File: config.mk
export PLATFORM = sky130hd
export DESIGN_NAME = brms_cell
export DESIGN_NICKNAME = d
export VERILOG_FILES = /design/src/brms_pkg.sv /design/src/brms_cell.sv
export SDC_FILE = /design/constraint.sdc
export NUM_CORES = 1
export LEC_CHECK = 0
export ABC_AREA = 0
export BUFFER_PORTS_ARGS = -buffer_cell sky130_fd_sc_hd__buf_2
export CAP_MARGIN = 20
export CORE_ASPECT_RATIO = 1.2
export CORE_MARGIN = 4
export CORE_UTILIZATION = 47
export DETAILED_ROUTE_END_ITERATION = 16
export MAX_ROUTING_LAYER = met4
export PLACE_DENSITY_LB_ADDON = 0.1
export SYNTH_ARGS = -nofsm -noshare
export SYNTH_HDL_FRONTEND = slang
export SYNTH_SLANG_ARGS = --single-unit
File: constraint.sdc
create_clock -name clock -period 10.5 [get_ports clock]
set_input_delay 2.1 -clock clock [delete_from_list [all_inputs] [get_ports clock]]
set_output_delay 2.1 -clock clock [all_outputs]
set_load 0.005 [all_outputs]
File: src/brms_pkg.sv
// Package for the box rule match scorer: cell control struct, FSM states,
// configuration register indexes, opcodes and score level codes. No dependencies.
`default_nettype none
package brms_pkg;

   typedef struct packed {
      logic wr;
      logic rd;
      logic cmp;
      logic first;
      logic load;
      logic shift;
   } cell_ctl_type;

   typedef enum logic [2:0] {
      ST_IDLE,
      ST_CMP,
      ST_COUNT,
      ST_SCORE,
      ST_OUT
   } state_type;

   localparam logic       CSR_NUM_RULES  = 1'b0;
   localparam logic       CSR_NUM_LAYERS = 1'b1;
   localparam logic       OP_WRITE       = 1'b0;
   localparam logic       OP_QUERY       = 1'b1;
   localparam logic [2:0] LEVEL_NONE     = 3'd0;
   localparam logic [2:0] LEVEL_LOW      = 3'd1;
   localparam logic [2:0] LEVEL_MID      = 3'd2;
   localparam logic [2:0] LEVEL_HIGH     = 3'd3;
   localparam logic [2:0] LEVEL_FULL     = 3'd4;

endpackage
`default_nettype wire

File: src/brms_cell.sv
// One rule cell: bound memory per layer, match flag and one stage of the
// count shift chain. Depends on brms_pkg.
`default_nettype none
module brms_cell #(
   parameter int MAX_LAYERS = 16,
   parameter int LAW        = 4,
   parameter int VALUE_BITS = 32
) (
   input  wire logic                         clock,
   input  wire logic                         reset,
   input  wire brms_pkg::cell_ctl_type       ctl,
   input  wire logic                         sel,
   input  wire logic [LAW-1:0]               addr,
   input  wire logic signed [VALUE_BITS-1:0] low,
   input  wire logic signed [VALUE_BITS-1:0] high,
   input  wire logic signed [VALUE_BITS-1:0] query,
   input  wire logic                         shift_in,
   output logic                              shift_out
);
   import brms_pkg::*;

   logic signed [VALUE_BITS-1:0] low_mem  [MAX_LAYERS];
   logic signed [VALUE_BITS-1:0] high_mem [MAX_LAYERS];
   logic signed [VALUE_BITS-1:0] low_rd_ff;
   logic signed [VALUE_BITS-1:0] high_rd_ff;
   logic flag_ff, flag_in;
   logic shift_ff, shift_in_nx;
   logic hit;

   always_ff @(posedge clock) begin
      if (ctl.wr && sel) begin
         low_mem[addr]  <= low;
         high_mem[addr] <= high;
      end
      if (ctl.rd) begin
         low_rd_ff  <= low_mem[addr];
         high_rd_ff <= high_mem[addr];
      end
   end

   assign hit = (low_rd_ff <= query) && (query <= high_rd_ff);

   always_comb begin
      flag_in = flag_ff;
      if (ctl.cmp) begin
         flag_in = ctl.first ? hit : (flag_ff & hit);
      end
      shift_in_nx = shift_ff;
      if (ctl.load) begin
         shift_in_nx = flag_in;
      end else if (ctl.shift) begin
         shift_in_nx = shift_in;
      end
   end

   always_ff @(posedge clock) begin
      if (reset) begin
         flag_ff  <= 1'b0;
         shift_ff <= 1'b0;
      end else begin
         flag_ff  <= flag_in;
         shift_ff <= shift_in_nx;
      end
   end

   assign shift_out = shift_ff;

endmodule
`default_nettype wire

==> key figures <==
Timing
  – Final setup viols: 0
  – Hold Vio Cnt, Final: 0
  – RSZ-0062 raised after global routing: no
  – Highest Clock Rate: between 200 and 250 MHz
  – Measured slew at the worst slew-check pin: 1150 ps
  – Final setup skew: ~12 ps
  – Min Tclk post-route: 4950 ps
  – Post-route setup TNS: 0 ps
  – Final Cycle Share: 47.2%
  – Worst hold slack: 592 ps
  – Slew HR: between 20% and 30%
  – Slew Viols, Final: 0

Worst setup path
  – Critical Path RT: ~11000 ps
  – CP Cell Sequence: buf_8, buf_4, buf_4, mux4_2, mux4_2
  – WS Path Type: in -> reg
  – CP max stage cell: buf_4
  – R2R depth: 9
  – Startpoint Class: primary input
  – Critical Path AT: 5350 ps
  – Largest stage delay on the critical path: 1000 ps
  – Crit end category: flop
  – Critical Path Fanout Max: between 70 and 80

Yosys
  – Netlist cell types: 33
  – Syn avg cell area: 24.0 sq um
  – Ys async rst share: 0%
  – Flops & latches, synth: 1090
  – Yosys warning total: 0
  – Register area share after synthesis: 77.5%
  – Top_reg_cell synth: edfxtp_1
  – Mapped Area: 0.0422 sq mm
  – Synthesized instance count: 1754
  – Syn nets: approximately 1900
  – Number of synthesized flops with an enable pin: 1088

Floorplan
  – Initial Utilization: 47.3%
  – Die area: between 0.09 and 0.1 sq mm
  – Die H: 336 microns
  – Core Area: 0.0892 sq mm
  – I/O pins: ~110
  – # rows: 120
  – Die W: 281 microns

Placed design
  – Placer congestion estimate: 0.784
  – Port Buffers: 110
  – Detailed-placement wirelength estimate: 56100 microns

Clock network
  – TritonCTS clock tree: yes
  – Buffer count from post-CTS setup fixing: 0
  – Num CTS Buffers: 106
  – Post-CTS Resized: 0
  – CTS HTree Levels: 3
  – CTS Sinks: 1090
  – Clock Latency Late Sink: 670 ps
  – Clk root buf: clkbuf_16
  – CTS Buffer Depth: 3
  – Cts-stage hold buffer count: 0
  – Clock transition at the registers of the reported paths: 60 ps

Routing
  – Initial DRC Count: between 1500 and 2000
  – Via Count: 19000
  – Router iterations before antenna repair: 5
  – Total wire length: approximately 100000 microns
  – Avg Vias per Cell: 5.94
  – Average wire per standard cell: 31.6 microns
  – DRC: 0
  – DRT antenna net count: 0

Global routing
  – Total grt overflow: 0
  – Initial antenna violation count: 14
  – Total global-route track usage: between 20% and 30%
  – Number of global-route vias before repair: 20000
  – Largest net degree at the start of global routing: between 80 and 90
  – First-pass GRT wire length: around 150000 microns

Final layout
  – Fill cell count: approximately 7000
  – Proportion of layout cells with a drive suffix above 1: 31.3%
  – Layout area overhead: 12.8%
  – Fin util: 53.3%
  – Nets: 2112

Hold path
  – Worst Hold Depth: 2
  – Hold Path Class: reg -> reg

Power
  – Leak: roughly 0.015 uW
  – VDD IR-drop max: 0.124 mV
  – Tot Pwr: 9020 uW
  – Gate power share: under 10%
  – Sequential share of power: a little over half
  – Cell Pwr Density: 190 mW/mm^2
  – Switching pwr: 1840 uW
  – Internal power: 7180 uW
  – Clk pwr share: 40.6%
  – Switching share of power: 20.4%

Outcome
  – Status: finished clean

Flow run
  – Max cap viols: 0
[metrics by stage]
step | worst slack (ps) | std cells | cell area, sq um
after floorplan | 2510 | 1754 | 42200
after global placement | 4880 | 2989 | 44200
after detailed placement | 4840 | 2989 | 44200
after CTS | 5570 | 3186 | 47600
after global routing | 5430 | 3192 | 47600
final | 5550 | 3194 | 47600
[placed cells by master (no fill, tap or decap), types with 3 or more instances in the layout]
master	count
o211ai_1	3
a211oi_1	3
clkbuf_16	113
buf_2	105
nor3_1	4
a21oi_1	26
ha_1	64
o21ai_0	12
nand2_1	19
diode_2	8
nor2b_1	4
clkinv_1	19
mux4_2	320
edfxtp_1	1088
nor3_2	4
nand4_1	15
bufinv_16	4
inv_1	66
nand3_1	6
clkbuf_1	30
buf_4	41
nor2_1	6
clkinv_2	19
clkbuf_8	9
nor2_4	12
a21o_1	4
nand2b_1	5
[routing by layer]
metal  part of all wire, %  GRT usage [%]  vias to the layer above
met1                    43           31.4                    10400
met4                   1.7           4.90                        0
met5                     0              -                        -
met3                   6.4           4.31                      113
met2                    49           35.0                      550
li1                      -              -                     7897
[power by group through the flow]
stage	Clock [uW]	Sequential, uW	Combinational (uW)
floorplan	0	4970	282
global placement	0	4990	453
detailed placement	0	4990	467
CTS	3740	4900	468
global route	3930	4900	502
finish	3660	4900	461
[synth_stat cells (2+ instances only)]
master | number | area share [%]
edfxtp_1 | 1088 | 77
mux4_2 | 320 | 17
inv_1 | 66 | 0.59
ha_1 | 64 | 1.9
clkbuf_1 | 44 | 0.39
a21oi_1 | 26 | 0.31
buf_6 | 22 | 0.59
nand2_1 | 19 | 0.17
nor2_1 | 18 | 0.16
nand4_1 | 15 | 0.22
o21ai_0 | 12 | 0.14
buf_2 | 8 | 0.095
nor3_1 | 8 | 0.095
nand3_1 | 6 | 0.071
nand2b_1 | 5 | 0.074
a21o_1 | 4 | 0.071
nor2b_1 | 4 | 0.059
a211oi_1 | 3 | 0.053
o211ai_1 | 3 | 0.053
a41oi_1 | 2 | 0.042
dfxtp_1 | 2 | 0.095
nor4_1 | 2 | 0.030
or3_1 | 2 | 0.030
or4_1 | 2 | 0.036
[worst paths after layout]
| kind | to | startpoint | slack [ps] |
|---|---|---|---|
| setup / recovery | high_rd_ff[19] | addr[1] | 5550 |
| hold / removal | flag_ff | flag_ff | 590 |
| setup reg to reg | flag_ff | high_rd_ff[17] | 7490 |
| hold reg to reg | flag_ff | flag_ff | 590 |
[worst max-delay path, delay by kind of cell]
kind                   cells  cell delay [ps]
muxes                      2              890
buffers and inverters      3             2180
[cells by family after synthesis]
family | count (synthesis) | synth area share, %
multiplexers | 320 | 17.1
buffers and inverters | 140 | 1.66
adder cells (fa/ha/maj) | 64 | 1.90
AND/OR/NAND/NOR | 83 | 0.988
flip-flops | 1090 | 77.5
AO/OA/AOI/OAI | 57 | 0.819
[area by class of cell]
class                   count  area, sq um  share of cell area, %
diodes                      8         20.0                 0.0421
clock buffers             152         3060                   6.44
clock inverters            45          310                  0.652
inverters                  66          248                  0.521
multi-input cells         524         8880                   18.7
flip-flops and latches   1090        32700                   68.8
well taps                1159         1450                   3.05
repair buffers            150          895                   1.88
[sequential cells by signal, indices dropped and copies added (netlist names)]
| register | flops |
|---|---|
| high_mem | 512 |
| shift_out | 1 |
| low_rd_ff | 32 |
| flag_ff | 1 |
| high_rd_ff | 32 |
| low_mem | 512 |
No activity file was read; power rests on OpenSTA's default activity.
